--- src/rtl/core/ready_frame_stream_scanner_macros.svh ---
// Assertion macros used by the frame scanner module rfss_scan.
// Expects signals named clk and arst_n in the module that uses them.
`ifndef READY_FRAME_STREAM_SCANNER_MACROS_SVH
`define READY_FRAME_STREAM_SCANNER_MACROS_SVH

// Same-cycle implication, checked outside reset.
`define RFSS_ASSERT_NOW(lbl, ante, cons, msg) \
	lbl: assert property (@(posedge clk) disable iff (!arst_n) (ante) |-> (cons)) \
		else $error(msg);

// Next-cycle implication, checked outside reset.
`define RFSS_ASSERT_NEXT(lbl, ante, cons, msg) \
	lbl: assert property (@(posedge clk) disable iff (!arst_n) (ante) |=> (cons)) \
		else $error(msg);

`endif

--- src/rtl/core/rfss_pkg.sv ---
// Types and constants of the length-prefixed frame scanner.
// No dependencies; used by every module of the block.
package rfss_pkg;

	// Header is one tag byte and four length bytes
	localparam logic [2:0]  HDR_BYTES    = 3'd5;
	localparam logic [2:0]  HDR_LEN_LAST = 3'd4;
	localparam logic [31:0] LEN_MIN      = 32'd4;
	localparam logic [7:0]  EMPTY_STATUS = 8'h49;
	localparam logic [7:0]  READY_TAG_RST = 8'h5A;

	typedef enum logic [1:0] {
		ERR_OK     = 2'd0,
		ERR_SHORT  = 2'd1,
		ERR_TRUNC  = 2'd2,
		ERR_HALTED = 2'd3
	} err_code_t;

	typedef struct packed {
		logic [7:0] byte_value;
		logic       last_byte;
	} in_item_t;

	typedef struct packed {
		logic [1:0] error_code;
		logic       frame_done;
		logic [7:0] frame_tag;
		logic       ready_done;
		logic [7:0] txn_status;
	} out_item_t;

	// Handshake between the input register and the result register
	typedef struct packed {
		logic valid; // input register holds an item
		logic hold;  // result register is full and stalled
	} stage_ctl_t;

endpackage

--- src/rtl/core/rfss_in_stage.sv ---
// Scanner input register: one byte item per cycle unless stalled.
// Depends on rfss_pkg.
module rfss_in_stage (
	input  logic                clk,
	input  logic                arst_n,
	input  logic                byte_valid,
	output logic                byte_stall,
	input  rfss_pkg::in_item_t  byte_item,
	input  logic                hold,
	output logic                valid_s1,
	output rfss_pkg::in_item_t  item_s1
);

	logic take;

	// Stall only when the held item cannot move on
	assign byte_stall = valid_s1 & hold;
	assign take       = byte_valid & ~byte_stall;

	always_ff @(posedge clk or negedge arst_n) begin
		if (!arst_n) begin
			valid_s1 <= 1'b0;
		end else if (take) begin
			valid_s1 <= 1'b1;
		end else if (!hold) begin
			valid_s1 <= 1'b0;
		end
	end

	// Payload, no reset
	always_ff @(posedge clk) begin
		if (take) begin
			item_s1 <= byte_item;
		end
	end

endmodule

--- src/rtl/core/rfss_scan.sv ---
// Frame position tracker: header/payload state and per-item result logic.
// Depends on rfss_pkg and the assertion macro header.
`include "ready_frame_stream_scanner_macros.svh"

module rfss_scan (
	input  logic                 clk,
	input  logic                 arst_n,
	input  rfss_pkg::stage_ctl_t ctl,
	input  rfss_pkg::in_item_t   item_s1,
	input  logic [7:0]           ready_tag,
	output rfss_pkg::out_item_t  res
);

	logic        advance;
	logic [2:0]  hdr_cnt_q, hdr_cnt_n;
	logic [7:0]  cur_tag_q, cur_tag_n;
	logic [31:0] len_q, len_n;
	logic [31:0] left_q, left_n;
	logic [7:0]  status_q, status_n;
	logic        captured_q, captured_n;
	logic        halted_q, halted_n;
	logic        is_ready;
	logic        clear;

	assign advance  = ctl.valid & ~ctl.hold;
	assign is_ready = (cur_tag_q == ready_tag);

	// Next state and result for the item in the input register
	always_comb begin
		hdr_cnt_n  = hdr_cnt_q;
		cur_tag_n  = cur_tag_q;
		len_n      = len_q;
		left_n     = left_q;
		status_n   = status_q;
		captured_n = captured_q;
		halted_n   = halted_q;
		clear      = 1'b0;
		res        = '0;

		if (halted_q) begin
			res.error_code = rfss_pkg::ERR_HALTED;
		end else begin
			unique case (hdr_cnt_q)
				3'd0: begin
					cur_tag_n  = item_s1.byte_value;
					len_n      = '0;
					captured_n = 1'b0;
					status_n   = '0;
					hdr_cnt_n  = 3'd1;
				end
				3'd1, 3'd2, 3'd3, 3'd4: begin
					len_n     = {len_q[23:0], item_s1.byte_value};
					hdr_cnt_n = hdr_cnt_q + 3'd1;
					if (hdr_cnt_q == rfss_pkg::HDR_LEN_LAST) begin
						// length below four halts the scanner
						if (len_n[31:2] == 30'd0) begin
							halted_n       = 1'b1;
							res.error_code = rfss_pkg::ERR_SHORT;
						end else begin
							left_n = len_n - rfss_pkg::LEN_MIN;
							if (len_n == rfss_pkg::LEN_MIN) begin
								// empty payload: frame ends on the header
								res.frame_done = 1'b1;
								res.frame_tag  = cur_tag_q;
								if (is_ready) begin
									res.ready_done = 1'b1;
									res.txn_status = rfss_pkg::EMPTY_STATUS;
								end
								clear = 1'b1;
							end
						end
					end
				end
				default: begin
					// payload byte
					if (is_ready && !captured_q) begin
						status_n   = item_s1.byte_value;
						captured_n = 1'b1;
					end
					if (left_q != 32'd0) begin
						left_n = left_q - 32'd1;
					end
					if (left_q <= 32'd1) begin
						res.frame_done = 1'b1;
						res.frame_tag  = cur_tag_q;
						if (is_ready) begin
							res.ready_done = 1'b1;
							res.txn_status = captured_n ? status_n : rfss_pkg::EMPTY_STATUS;
						end
						clear = 1'b1;
					end
				end
			endcase

			if (clear) begin
				hdr_cnt_n = '0;
			end

			// request ends inside an open frame
			if (item_s1.last_byte && !halted_n && res.error_code == rfss_pkg::ERR_OK
				&& hdr_cnt_n != 3'd0) begin
				res       = '0;
				res.error_code = rfss_pkg::ERR_TRUNC;
				clear     = 1'b1;
				hdr_cnt_n = '0;
			end

			if (clear) begin
				cur_tag_n  = '0;
				len_n      = '0;
				left_n     = '0;
				status_n   = '0;
				captured_n = 1'b0;
			end
		end
	end

	// State registers, updated as the item moves to the result register
	always_ff @(posedge clk or negedge arst_n) begin
		if (!arst_n) begin
			hdr_cnt_q  <= '0;
			cur_tag_q  <= '0;
			len_q      <= '0;
			left_q     <= '0;
			status_q   <= '0;
			captured_q <= 1'b0;
			halted_q   <= 1'b0;
		end else if (advance) begin
			hdr_cnt_q  <= hdr_cnt_n;
			cur_tag_q  <= cur_tag_n;
			len_q      <= len_n;
			left_q     <= left_n;
			status_q   <= status_n;
			captured_q <= captured_n;
			halted_q   <= halted_n;
		end
	end

	`RFSS_ASSERT_NEXT(a_halt_sticky, halted_q, halted_q, "halted cleared without reset")
	`RFSS_ASSERT_NEXT(a_short_halts, advance && res.error_code == rfss_pkg::ERR_SHORT,
		halted_q, "short length did not halt")
	`RFSS_ASSERT_NOW(a_hdr_range, 1'b1, hdr_cnt_q <= rfss_pkg::HDR_BYTES,
		"header count out of range")
	`RFSS_ASSERT_NOW(a_ready_in_frame, res.ready_done,
		res.frame_done && res.error_code == rfss_pkg::ERR_OK, "ready without frame end")

endmodule

--- src/rtl/core/rfss_out_stage.sv ---
// Result register of the frame scanner with its valid flag.
// Depends on rfss_pkg.
module rfss_out_stage (
	input  logic                clk,
	input  logic                arst_n,
	input  logic                valid_s1,
	input  rfss_pkg::out_item_t res,
	output logic                hold,
	output logic                result_valid,
	input  logic                result_stall,
	output rfss_pkg::out_item_t result_item
);

	logic load;

	// Full and stalled: upstream must wait
	assign hold = result_valid & result_stall;
	assign load = valid_s1 & ~hold;

	always_ff @(posedge clk or negedge arst_n) begin
		if (!arst_n) begin
			result_valid <= 1'b0;
		end else if (load) begin
			result_valid <= 1'b1;
		end else if (!result_stall) begin
			result_valid <= 1'b0;
		end
	end

	always_ff @(posedge clk) begin
		if (load) begin
			result_item <= res;
		end
	end

endmodule

--- src/rtl/core/ready_frame_stream_scanner.sv ---
// Top level of the length-prefixed frame scanner.
// Depends on rfss_pkg, rfss_in_stage, rfss_scan and rfss_out_stage.
//
// Usage:
//   byte channel (byte_valid/byte_stall/byte_item): one stream byte per item,
//   with last_byte marking the end of a request. result channel
//   (result_valid/result_stall/result_item): exactly one result per byte,
//   in order. cfg channel (cfg_valid/cfg_ready/cfg_data) writes ready_tag;
//   cfg_ready is always high, write only while no item is in flight.
// Path: an accepted byte passes the input register, then the result register.
// Throughput: one byte per cycle unless byte_stall is high; the frame state
//   update is a single pass of logic between the input register and the result register.
// Stall: while result_stall holds a full result register, one more byte is
//   taken into the input register if it is empty, then byte_stall rises
//   until the result is taken.
// Reset: arst_n clears both registers' valid flags, the frame state and
//   the halt flag, and sets ready_tag to 0x5A.
module ready_frame_stream_scanner (
	input  logic                clk,
	input  logic                arst_n,
	input  logic                byte_valid,
	output logic                byte_stall,
	input  rfss_pkg::in_item_t  byte_item,
	output logic                result_valid,
	input  logic                result_stall,
	output rfss_pkg::out_item_t result_item,
	input  logic                cfg_valid,
	output logic                cfg_ready,
	input  logic [7:0]          cfg_data
);

	logic                 valid_s1;
	rfss_pkg::in_item_t   item_s1;
	rfss_pkg::out_item_t  res;
	rfss_pkg::stage_ctl_t ctl;
	logic                 hold;
	logic [7:0]           ready_tag_q;

	// Configuration register
	assign cfg_ready = 1'b1;

	always_ff @(posedge clk or negedge arst_n) begin
		if (!arst_n) begin
			ready_tag_q <= rfss_pkg::READY_TAG_RST;
		end else if (cfg_valid && cfg_ready) begin
			ready_tag_q <= cfg_data;
		end
	end

	assign ctl.valid = valid_s1;
	assign ctl.hold  = hold;

	rfss_in_stage u_in (
		.clk        (clk),
		.arst_n     (arst_n),
		.byte_valid (byte_valid),
		.byte_stall (byte_stall),
		.byte_item  (byte_item),
		.hold       (hold),
		.valid_s1   (valid_s1),
		.item_s1    (item_s1)
	);

	rfss_scan u_scan (
		.clk       (clk),
		.arst_n    (arst_n),
		.ctl       (ctl),
		.item_s1   (item_s1),
		.ready_tag (ready_tag_q),
		.res       (res)
	);

	rfss_out_stage u_out (
		.clk          (clk),
		.arst_n       (arst_n),
		.valid_s1     (valid_s1),
		.res          (res),
		.hold         (hold),
		.result_valid (result_valid),
		.result_stall (result_stall),
		.result_item  (result_item)
	);

endmodule
--- config.mk ---
export PLATFORM = sky130hd
export DESIGN_NAME = ready_frame_stream_scanner
export DESIGN_NICKNAME = d
export VERILOG_FILES = /design/src/rtl/core/rfss_pkg.sv /design/src/rtl/core/rfss_in_stage.sv /design/src/rtl/core/rfss_scan.sv /design/src/rtl/core/rfss_out_stage.sv /design/src/rtl/core/ready_frame_stream_scanner.sv
export VERILOG_INCLUDE_DIRS = /design/src /design/src/rtl/core
export SDC_FILE = /design/constraint.sdc
export NUM_CORES = 1
export LEC_CHECK = 0
export ABC_AREA = 0
export BUFFER_PORTS_ARGS = -buffer_cell sky130_fd_sc_hd__buf_2
export CAP_MARGIN = 20
export CORE_AREA = 2 2 129 131
export DETAILED_ROUTE_END_ITERATION = 8
export DIE_AREA = 0 0 131 133
export GPL_ROUTABILITY_DRIVEN = 0
export PLACE_DENSITY = 0.65
export SYNTH_ARGS = -nofsm -noshare
export SYNTH_HDL_FRONTEND = slang
export SYNTH_SLANG_ARGS = --single-unit
--- constraint.sdc ---
create_clock -name clk -period 3.1 [get_ports clk]
set_clock_uncertainty 0.05 [all_clocks]
set_input_delay 0.465 -clock clk [delete_from_list [all_inputs] [get_ports clk]]
set_output_delay 0.465 -clock clk [all_outputs]
set_load 0.005 [all_outputs]
Word level (Yosys, flattened, before mapping)
Cells that the tools add are included.

Flip-flop bits (word level): 116. Input bits: 22. Output and inout port bits: 23. Word-level logic and storage cells: 113.

$add $sub $neg: 3. Magnitude comparators: 1. Equal/unequal tests: 12. Mux-type cells: 50. Bitwise logic cells: 7. Reductions and logical operators: 22.

Operators by type and width (number): 2-to-1 mux 32 bit (4); one-hot mux 32 bit (2 select lines) (1); 2-to-1 mux 18 bit (3); one-hot mux 24 bit (2 select lines) (1); 2-to-1 mux 8 bit (5); one-hot mux 18 bit (2 select lines) (1); equality test 32 x 3 -> 1 bit (second input constant) (1); <= comparator 32 x 1 -> 1 bit (second input constant) (1); nonzero test 32 bit (1); subtractor 32 x 1 -> 32 bit (second input constant) (1); subtractor 32 x 3 -> 32 bit (second input constant) (1); logical NOT 30 bit (1); 2-to-1 mux 24 bit (1); 2-to-1 mux 1 bit (21); 2-to-1 mux 20 bit (1); 2-to-1 mux 19 bit (1); 2-to-1 mux 9 bit (2); one-hot mux 8 bit (2 select lines) (1); 2-to-1 mux 3 bit (3); AND reduction 3 bit (3); nonzero test 3 bit (3); equality test 8 bit (1); equality test 3 x 2 -> 1 bit (second input constant) (2); != test 2 x 1 -> 1 bit (second input constant) (3); other kinds (21) (32).

Longest topological paths before layout
Gate-level depths: netlist of run 1.

Word-level depth: 14. Mapped depth: 12. Gate-level depth less buffers: 9.

Hierarchy
Synthesis of run 1 repeated with hierarchy kept, for this count alone.

Cells, all modules: 678. Area, all modules: 6737.7 sq um.

Modules (own cells, without submodules): rfss_scan (instances 1, cells each 622, area each 5418.9 sq um); rfss_out_stage (instances 1, cells each 24, area each 650.6 sq um); ready_frame_stream_scanner (instances 1, cells each 19, area each 347.8 sq um); rfss_in_stage (instances 1, cells each 13, area each 320.3 sq um).

Least setup slack after synthesis of run 1
OpenSTA, ideal clock, no wires.

Path type: reg-to-reg. From: register, netlist name u_in.item_s1[3]. To: register u_scan.status_q[0]. Arrival: 2884 ps. Slack: 99 ps. Cell stages (with the launch flop): 12. Path buffers: 2. Clock period less this slack: 3001 ps. Cells stage by stage: edfxtp_1 -> clkbuf_1 -> inv_1 -> ha_1 -> or4b_2 -> nor3_1 -> nand4_1 -> or2_0 -> buf_6 -> a31o_4 -> nor4b_4 -> a22o_1.

Longest elaborated chain between the ends: 14. Elaborated cells on any way between the ends: 28. Classes of those cells: eq/ne: 2; mux: 18; reduce/logical: 8.

RTL lines: equality test 32 x 3 -> 1 bit (line rfss_scan.sv:61) `if (len_n == rfss_pkg::LEN_MIN) begin`; 2-to-1 mux 1 bit (line rfss_scan.sv:61); 2-to-1 mux 1 bit (line rfss_scan.sv:56) `if (len_n[31:2] == 30'd0) begin`; 2-to-1 mux 1 bit (line rfss_scan.sv:54) `if (hdr_cnt_q == rfss_pkg::HDR_LEN_LAST) begin`; one-hot mux 1 bit (2 select lines) (line rfss_scan.sv:43) `unique case (hdr_cnt_q)`; 2-to-1 mux 1 bit (line rfss_scan.sv:40) `if (halted_q) begin`; 2-to-1 mux 3 bit (line rfss_scan.sv:95) `if (clear) begin`; 2-to-1 mux 3 bit (line rfss_scan.sv:40); nonzero test 3 bit (line rfss_scan.sv:101) `&& hdr_cnt_n != 3'd0) begin`; logical AND 1 bit (line rfss_scan.sv:101); 2-to-1 mux 1 bit * (line rfss_scan.sv:100) `if (item_s1.last_byte && !halted_n && res.error_code == rfss_pkg::ERR_OK`; 2-to-1 mux 1 bit * (line rfss_scan.sv:40); != test 2 x 1 -> 1 bit (no source line); AND reduction 3 bit (no source line); to (signal assigned) (line rfss_scan.sv:133) `status_q <= status_n;`; to (decl) (line rfss_scan.sv:19) `logic [7:0] status_q, status_n;`.

Mark *: on every way between the ends. The rest lies on a longest branch, timed or not. The select of a mux whose other input is x is not followed. A chain may end at the register's enable or synchronous reset.

Worst setup path in the final report of run 1
From: register u_scan.left_q[16]. To: register u_scan.left_q[28].

Longest elaborated chain between the ends: 12. Elaborated cells on any way between the ends: 20. Classes of those cells: add/sub: 1; order compare: 1; eq/ne: 3; mux: 10; reduce/logical: 5.

RTL lines: from (decl) (line rfss_scan.sv:18) `logic [31:0] left_q, left_n;`; from (signal assigned) (line rfss_scan.sv:132) `left_q <= left_n;`; <= comparator 32 x 1 -> 1 bit (line rfss_scan.sv:83) `if (left_q <= 32'd1) begin`; 2-to-1 mux 1 bit (line rfss_scan.sv:83); one-hot mux 1 bit (2 select lines) (line rfss_scan.sv:43); 2-to-1 mux 1 bit (line rfss_scan.sv:40); 2-to-1 mux 3 bit (line rfss_scan.sv:95); 2-to-1 mux 3 bit (line rfss_scan.sv:40); nonzero test 3 bit (line rfss_scan.sv:101); logical AND 1 bit (line rfss_scan.sv:101); 2-to-1 mux 1 bit (line rfss_scan.sv:100); 2-to-1 mux 1 bit (line rfss_scan.sv:40); != test 3 x 1 -> 1 bit (no source line), or another cell as far along; AND reduction 6 bit (no source line).

Parallel ways exist; a longest one is shown, timed or not. The select of a mux whose other input is x is not followed.

==> out/metrics.csv, run 1 <==
stage,metric,value,unit
die,DIE HEIGHT,133,um
timing,slew at the pin closest to its max-slew limit,825.1,ps
route,detailed-route wire length per cell,18.05,um
power,LEAKAGE,0.003563,uW
synth,Post-Syn Instances,635,
setup_path,Critical Path Sink Type,flop,
power,Sequential Power Share,0.273,
global_route,antenna violations before repair,0,
route,iteration-0 DRC count of the detailed router,425,
setup_path,critical path class,reg -> reg,
timing,RSZ-0062 raised after global routing,yes,
die,die width,131,um
clock_tree,clock latency reported for the late side of the worst-skew pair,420,ps
route,Routed Wire Length,17520,um
final_layout,most common library cell in the layout ignoring fill and taps,dfrtp_1,
final_layout,net count of the finished layout,770,
placement,worst setup timing slack at the placement stage,-53.12,ps
timing,Hold Fails Final Rpt,14,
setup_path,"Slowest-stage cell, CP",nor4_1,
route,Via Count,5522,
synth,mapped cell area,0.006279,sq mm
timing,worst setup slack after layout,26.08,ps
setup_path,CP max stage delay,630,ps
setup_path,"Critical Path, Cell by Cell",nor4_1 > nor4bb_4 > buf_4 > nand4_1 > o21ai_2 > nor4b_4 > clkbuf_2 > a221o_1,
global_route,gr usage total,0.2093,
timing,Worst Hold Margin,-9.945,ps
synth,Yosys Warn Count,0,
clock_tree,clock transition at the register clock pins on the worst setup and hold paths after CTS,60,ps
timing,number of pins with negative max-slew slack in the final report,0,
final_layout,final core occ,0.4876,
setup_path,required time of the worst setup path,3350,ps
clock_tree,# clock sinks,116,
run,number of max-capacitance violations reported,0,
clock_tree,number of buffers inserted during clock tree synthesis,17,
power,clock share of power,0.251,
clock_tree,CTS tree,done,
final_layout,Area Overhead vs Synth,25.59,%
setup_path,R2R Path End,u_scan.left_q[28],
placement,count of buffers inserted at the top-level ports,43,
power,Gate power share,0.476,
timing,Rel. slew slack,0.4493,
final_layout,highest-count cells in the layout ignoring fill and taps,"dfrtp_1 (83), nor2_1 (70), buf_4 (69)",
synth,synthesized net count,667,
power,Sw Ratio,0.4172,
final_layout,fill cell total of the finished layout,1463,
synth,dominant cells by area after synthesis,"dfrtp_1 (33%), edfxtp_1 (14%), a22o_1 (5.7%), o21ai_0 (4.6%), nor2_1 (4.2%)",
global_route,maximum number of pins on one net before global-route repair,88,
die,initial standard-cell utilization of the core,0.3882,
clock_tree,CTS H-tree depth,4,
synth,Synth Register Bits,116,
setup_path,maximum fanout along the worst path,7,
synth,async set-reset flop share out of synthesis,0.7500,
timing,setup TNS,0,ps
final_layout,proportion of layout cells with a drive suffix above 1,0.2450,
synth,number of enable flip-flop cells after synthesis,29,
die,# rows,47,
die,core area,0.01617,sq mm
final_layout,number of diodes,0,
power,P_int,4733,uW
die,number of primary I/O pins,45,
global_route,global-route wire length before repair,28030,um
setup_path,arrival time of data at the critical path endpoint,3320,ps
placement,HPWL after DPL,11940,um
power,Pwr Density,1030,mW/mm^2
die,area of the die,0.01742,sq mm
synth,share of Yosys cell area claimed by the top area cell type,0.3308,
synth,number of library cell types mapped by synthesis,64,
global_route,total overflow reported by the global router,0,
synth,"area leader, netlist",dfrtp_1,
route,first-pass iteration count of the detailed router,5,
power,Max VDD drop,0.6614,mV
route,number of antenna-violating nets in the routed design,0,
power,sw power,3388,uW
synth,register area share after synthesis,0.4862,
setup_path,critical register-to-register path startpoint,u_scan.left_q[16],
clock_tree,cell at the root of the clock tree,clkbuf_16,
outcome,failing checks,negative hold slack,
synth,most used flip-flop cell after synthesis,dfrtp_1,
final_layout,final standard cell area without fillers,0.007885,sq mm
global_route,vias in the first global route,5378,
clock_tree,clk buf depth,2,
timing,fin crit share,0.9916,
hold_path,class of the tightest hold or removal check,in -> async,
route,via-per-instance ratio,5.687,
route,post-route DRC violation count,0,
setup_path,R2R depth,8,
timing,# setup viols final,0,
setup_path,nature of the critical path startpoint,flop,
timing,post-layout min period,3074,ps
setup_path,setup slack on the worst flop-to-flop path,30,ps
timing,Achievable Freq,325.3,MHz
synth,synthesized area per cell,9.887,sq um
placement,Placement Cell Area,0.007126,sq mm
outcome,run status,"complete, but fails checks",
-- metrics by stage --
step / power (uW) / std cells
finish: 8120 / 971
global route: 8616 / 971
CTS: 7908 / 965
detailed placement: 5795 / 932
global placement: 5686 / 932
floorplan: 4481 / 635
-- area by class of cell --
type,instances,area [sq um],area share
Clock buffer,17,425.4,0.05395
Clock inverter,15,192.7,0.02444
Inverter,11,41.29,0.005236
Multi-Input combinational cell,477,3104,0.3937
Sequential cell,116,3053,0.3872
Tap cell,220,275.3,0.03491
Timing Repair Buffer,115,793.3,0.1006
-- critical path: cells and delay by family (launching register included) --
| family | cells | cell delay (ps) |
|---|---|---|
| buf+inv | 2 | 390 |
| compound gates | 2 | 580 |
| flops | 1 | 440 |
| simple gates | 4 | 1480 |
-- worst max-delay path by stage --
stage	start	to	slack, ps	cells after the start
after floorplan	u_in.item_s1[3]	u_scan.status_q[0]	100	11
after global placement	u_scan.hdr_cnt_q[0]	u_scan.left_q[10]	60	9
after detailed placement	u_scan.hdr_cnt_q[0]	u_scan.left_q[10]	-50	9
after CTS	u_in.item_s1[4]	u_scan.left_q[3]	-20	10
after global routing	u_scan.hdr_cnt_q[0]	u_scan.len_q[13]	-20	12
final	u_scan.left_q[16]	u_scan.left_q[28]	30	8
-- power by group through the flow --
stage / combinational [uW] / clock [uW] / sequential, uW
3_3_place_gp: 3490 / 0 / 2200
4_1_cts: 3640 / 2070 / 2200
5_1_grt: 4210 / 2150 / 2260
2_1_floorplan: 2310 / 0 / 2170
6_report: 3870 / 2040 / 2210
3_5_place_dp: 3580 / 0 / 2220
-- routing by layer --
layer	wire, um	GRT usage	up-vias
met4	377	0.07920	0
met5	0	0	-
met2	8472	0.3261	234
met3	1240	0.04731	35
li1	-	-	2556
met1	7433	0.2840	2697
-- timing repair --
| action | CTS | global route |
|---|---|---|
| hold buffers | 0 | 0 |
| setup endpoints to repair | 15 | 53 |
| buffers inserted | 0 | 4 |
| pin swaps | 1 | 3 |
| gates cloned | 1 | 0 |
| gates resized for setup | 2 | 12 |
-- cells by family after synthesis --
family	Yosys count	share of synthesized area
simple gates	255	0.2128
fa+ha+maj	10	0.01993
xor+xnor	30	0.04185
other cells	1	0.0005973
compound gates	165	0.1796
buf+inv	43	0.03348
flops	116	0.4862
mux	15	0.02551
-- cell usage after synthesis, drive strengths merged (2+ instances only) --
master / number
nor2: 71
or3: 11
nand4: 7
nand2: 62
buf: 15
ha: 10
nand3: 13
nor4b: 3
a31oi: 4
and2: 15
o22a: 2
edfxtp: 29
o211ai: 9
nor3: 16
nand2b: 6
and4: 2
o21bai: 3
dfrtp: 83
nor2b: 3
o21ai: 61
a21oi: 22
a41o: 2
mux2: 8
xor2: 16
or4b: 2
nor4: 24
clkbuf: 17
a22oi: 2
or4: 7
dfstp: 4
nor3b: 4
mux2i: 7
and3: 3
a22o: 43
o31ai: 4
a41oi: 2
xnor2: 14
o41ai: 3
inv: 11
or2: 3
-- registers in the layout (all words and copies together) (netlist names) --
name and flops:
u_scan.left_q 32, u_out.result_valid 1, u_scan.status_q 8, u_scan.hdr_cnt_q 3, u_scan.halted_q 1, u_scan.len_q 24, u_scan.captured_q 1, u_in.valid_s1 1
u_in.item_s1 9, u_scan.cur_tag_q 8, u_out.result_item 20, ready_tag_q 8
Power figures use the tool's default switching activity.
==> run 2, diff against run 1 <==
--- a/config.mk
+++ b/config.mk
@@ -10,10 +10,11 @@
 export BUFFER_PORTS_ARGS = -buffer_cell sky130_fd_sc_hd__buf_2
 export CAP_MARGIN = 20
 export CORE_AREA = 2 2 129 131
+export CTS_BUF_LIST = sky130_fd_sc_hd__clkbuf_8 sky130_fd_sc_hd__clkbuf_16
 export DETAILED_ROUTE_END_ITERATION = 8
 export DIE_AREA = 0 0 131 133
 export GPL_ROUTABILITY_DRIVEN = 0
-export PLACE_DENSITY = 0.65
+export PLACE_DENSITY = 0.63
 export SYNTH_ARGS = -nofsm -noshare
 export SYNTH_HDL_FRONTEND = slang
 export SYNTH_SLANG_ARGS = --single-unit
==> constraint.sdc (replaced) <==
create_clock -name clk -period 3.74 [get_ports clk]
set_clock_uncertainty 0.05 [all_clocks]
set_input_delay 0.374 -clock clk [delete_from_list [all_inputs] [get_ports clk]]
set_output_delay 0.374 -clock clk [all_outputs]
set_load 0.005 [all_outputs]
==> out/metrics.csv, run 2 (same netlist as run 1, synthesis figures left out) <==
stage,metric,value,unit,change
placement,HPWL after DPL,11300,um,-5.4%
global_route,maximum number of pins on one net before global-route repair,71,,-19%
final_layout,number of cells in the finished layout apart from fillers,919,,-5.4%
timing,Achievable Freq,286.6,MHz,-12%
die,core area,0.01617,sq mm,unchanged
clock_tree,count of hold buffers inserted by post-cts repair,0,,unchanged
setup_path,arrival time of data at the critical path endpoint,3750,ps,+430 ps
global_route,antenna violations before repair,0,,unchanged
clock_tree,# clock sinks,116,,unchanged
power,sw power,2629,uW,-22%
clock_tree,CTS H-tree depth,4,,unchanged
setup_path,setup slack on the worst flop-to-flop path,250,ps,+220 ps
timing,number of pins with negative max-slew slack in the final report,0,,unchanged
global_route,total overflow reported by the global router,0,,unchanged
timing,Hold Fails Final Rpt,0,,-14
power,Gate power share,0.437,,-0.039
timing,post-layout min period,3489,ps,+415.5 ps
setup_path,Critical Path Sink Type,flop,,
route,post-route DRC violation count,0,,unchanged
setup_path,R2R depth,9,,+1
final_layout,area of combinational cells with multiple inputs,0.003018,sq mm,-2.8%
route,number of antenna-violating nets in the routed design,0,,unchanged
global_route,global-route wire length before repair,26940,um,-3.9%
die,number of primary I/O pins,45,,unchanged
setup_path,Critical path destination,u_scan.left_q[5],,
hold_path,class of the tightest hold or removal check,in -> async,,
outcome,run status,completed,,
setup_path,R2R Path End,u_scan.left_q[5],,
setup_path,critical register-to-register path startpoint,u_in.item_s1[4],,
global_route,gr usage total,0.2020,,-0.007290
run,number of max-capacitance violations reported,0,,unchanged
final_layout,Storage cell area,0.003053,sq mm,unchanged
power,Max VDD drop,0.3231,mV,-51%
final_layout,highest-count cells in the layout ignoring fill and taps,"dfrtp_1 (83), nor2_1 (70), nand2_1 (62)",,
final_layout,final core occ,0.4534,,-0.03420
final_layout,most flop-heavy register,u_scan.left_q,,
clock_tree,CTS tree,done,,
timing,Rel. slew slack,0.3943,,-0.05504
global_route,vias in the first global route,5144,,-4.4%
final_layout,Top Registers,"u_scan.left_q: 32 flops, u_scan.len_q: 24 flops, u_out.result_item: 20 flops",,
route,first-pass iteration count of the detailed router,5,,unchanged
placement,Placement Cell Area,0.006763,sq mm,-5.1%
route,via-per-instance ratio,5.659,,-0.48%
clock_tree,total of cells resized after clock tree synthesis,0,,-2
final_layout,net count of the finished layout,718,,-6.8%
final_layout,proportion of layout cells with a drive suffix above 1,0.1760,,-0.06904
route,Routed Wire Length,16400,um,-6.4%
final_layout,Area Overhead vs Synth,16.78,%,
route,Via Count,5201,,-5.8%
clock_tree,cell at the root of the clock tree,clkbuf_16,,
clock_tree,clock transition at the register clock pins on the worst setup and hold paths after CTS,60,ps,about the same
die,DIE HEIGHT,133,um,unchanged
die,area of the die,0.01742,sq mm,unchanged
setup_path,maximum fanout along the worst path,34,,+27
setup_path,launching element of the worst setup path,u_in.item_s1[4],,
final_layout,number of diodes,0,,unchanged
route,iteration-0 DRC count of the detailed router,482,,+13%
timing,slew at the pin closest to its max-slew limit,900.3,ps,+75.17 ps
final_layout,final standard cell area without fillers,0.007332,sq mm,-7.0%
power,P_int,3495,uW,-26%
power,clock share of power,0.255,,+0.004
power,LEAKAGE,0.003239,uW,-9.1%
setup_path,critical path class,reg -> reg,,
die,initial standard-cell utilization of the core,0.3882,,unchanged
power,Sw Ratio,0.4294,,+0.01219
placement,count of buffers inserted at the top-level ports,43,,unchanged
clock_tree,post-CTS setup repair buffer count,0,,unchanged
clock_tree,number of buffers inserted during clock tree synthesis,17,,unchanged
die,# rows,47,,unchanged
power,Pwr Density,835.2,mW/mm^2,-19%
final_layout,Largest register FFs,32,,unchanged
final_layout,fill cell total of the finished layout,1482,,+1.3%
placement,post-placement cell count,887,,-4.8%
die,die width,131,um,unchanged
power,Sequential Power Share,0.308,,+0.035
timing,# setup viols final,0,,unchanged
timing,RSZ-0062 raised after global routing,no,,
setup_path,nature of the critical path startpoint,flop,,
timing,fin crit share,0.9330,,-0.05860
route,detailed-route wire length per cell,17.84,um,-1.1%
timing,setup TNS,0,ps,unchanged
final_layout,most common library cell in the layout ignoring fill and taps,dfrtp_1,,
clock_tree,clk buf depth,2,,unchanged
clock_tree,clock latency reported for the late side of the worst-skew pair,430,ps,about the same
setup_path,required time of the worst setup path,4000,ps,+650 ps
-- run 2: worst min-delay path by stage --
stage,slack (ps),start,to
after global routing,60,byte_item[4],u_in.item_s1[4]
after CTS,60,arst_n,u_scan.left_q[20]
after global placement,430,u_in.valid_s1,u_out.result_valid
final,30,arst_n,u_scan.left_q[20]
after detailed placement,440,u_in.valid_s1,u_out.result_valid
after floorplan,30,arst_n,ready_tag_q[0]
-- run 2: layout make-up --
class	count	share of cell area
flip-flops and latches	116	0.4164
multi-input cells	476	0.4116
clock buffers	17	0.05802
repair buffers	64	0.05119
well taps	220	0.03754
clock inverters	15	0.01962
inverters	11	0.005631
-- run 2: stage by stage --
| step | hold slack [ps] | total power, uW | worst slack, ps |
|---|---|---|---|
| floorplan | 28.41 | 3714 | 739.0 |
| global placement | 426.6 | 4428 | 403.6 |
| detailed placement | 439.7 | 4497 | 314.9 |
| CTS | 58.06 | 6085 | 292.4 |
| global route | 56.86 | 6533 | 96.27 |
| finish | 34.27 | 6124 | 250.6 |
-- run 2: per-layer routing --
| metal | wire length, um | part of all wire | GRT usage | vias to the layer above |
|---|---|---|---|---|
| met2 | 7531 | 0.46 | 0.2953 | 203 |
| li1 | - | - | - | 2462 |
| met1 | 7495 | 0.46 | 0.2831 | 2495 |
| met4 | 503 | 0.031 | 0.1005 | 0 |
| met3 | 866 | 0.053 | 0.04246 | 41 |
| met5 | 0 | 0 | 0 | - |
-- run 2: critical path, stage by stage, from the launching register on --
cell and delay, ps:
edfxtp_1 530, inv_1 170, ha_1 260, or4b_2 620, nor3_1 170, nand4_1 130, or2_0 420, a41o_2 570
o21bai_1 250, a22o_1 190
-- run 2: power by group through the flow --
| stage | Sequential [uW] | Combinational [uW] | Clock [uW] |
|---|---|---|---|
| floorplan | 1800 | 1910 | 0 |
| global placement | 1880 | 2540 | 0 |
| detailed placement | 1890 | 2600 | 0 |
| CTS | 1880 | 2620 | 1580 |
| global route | 1930 | 2960 | 1640 |
| finish | 1890 | 2680 | 1560 |
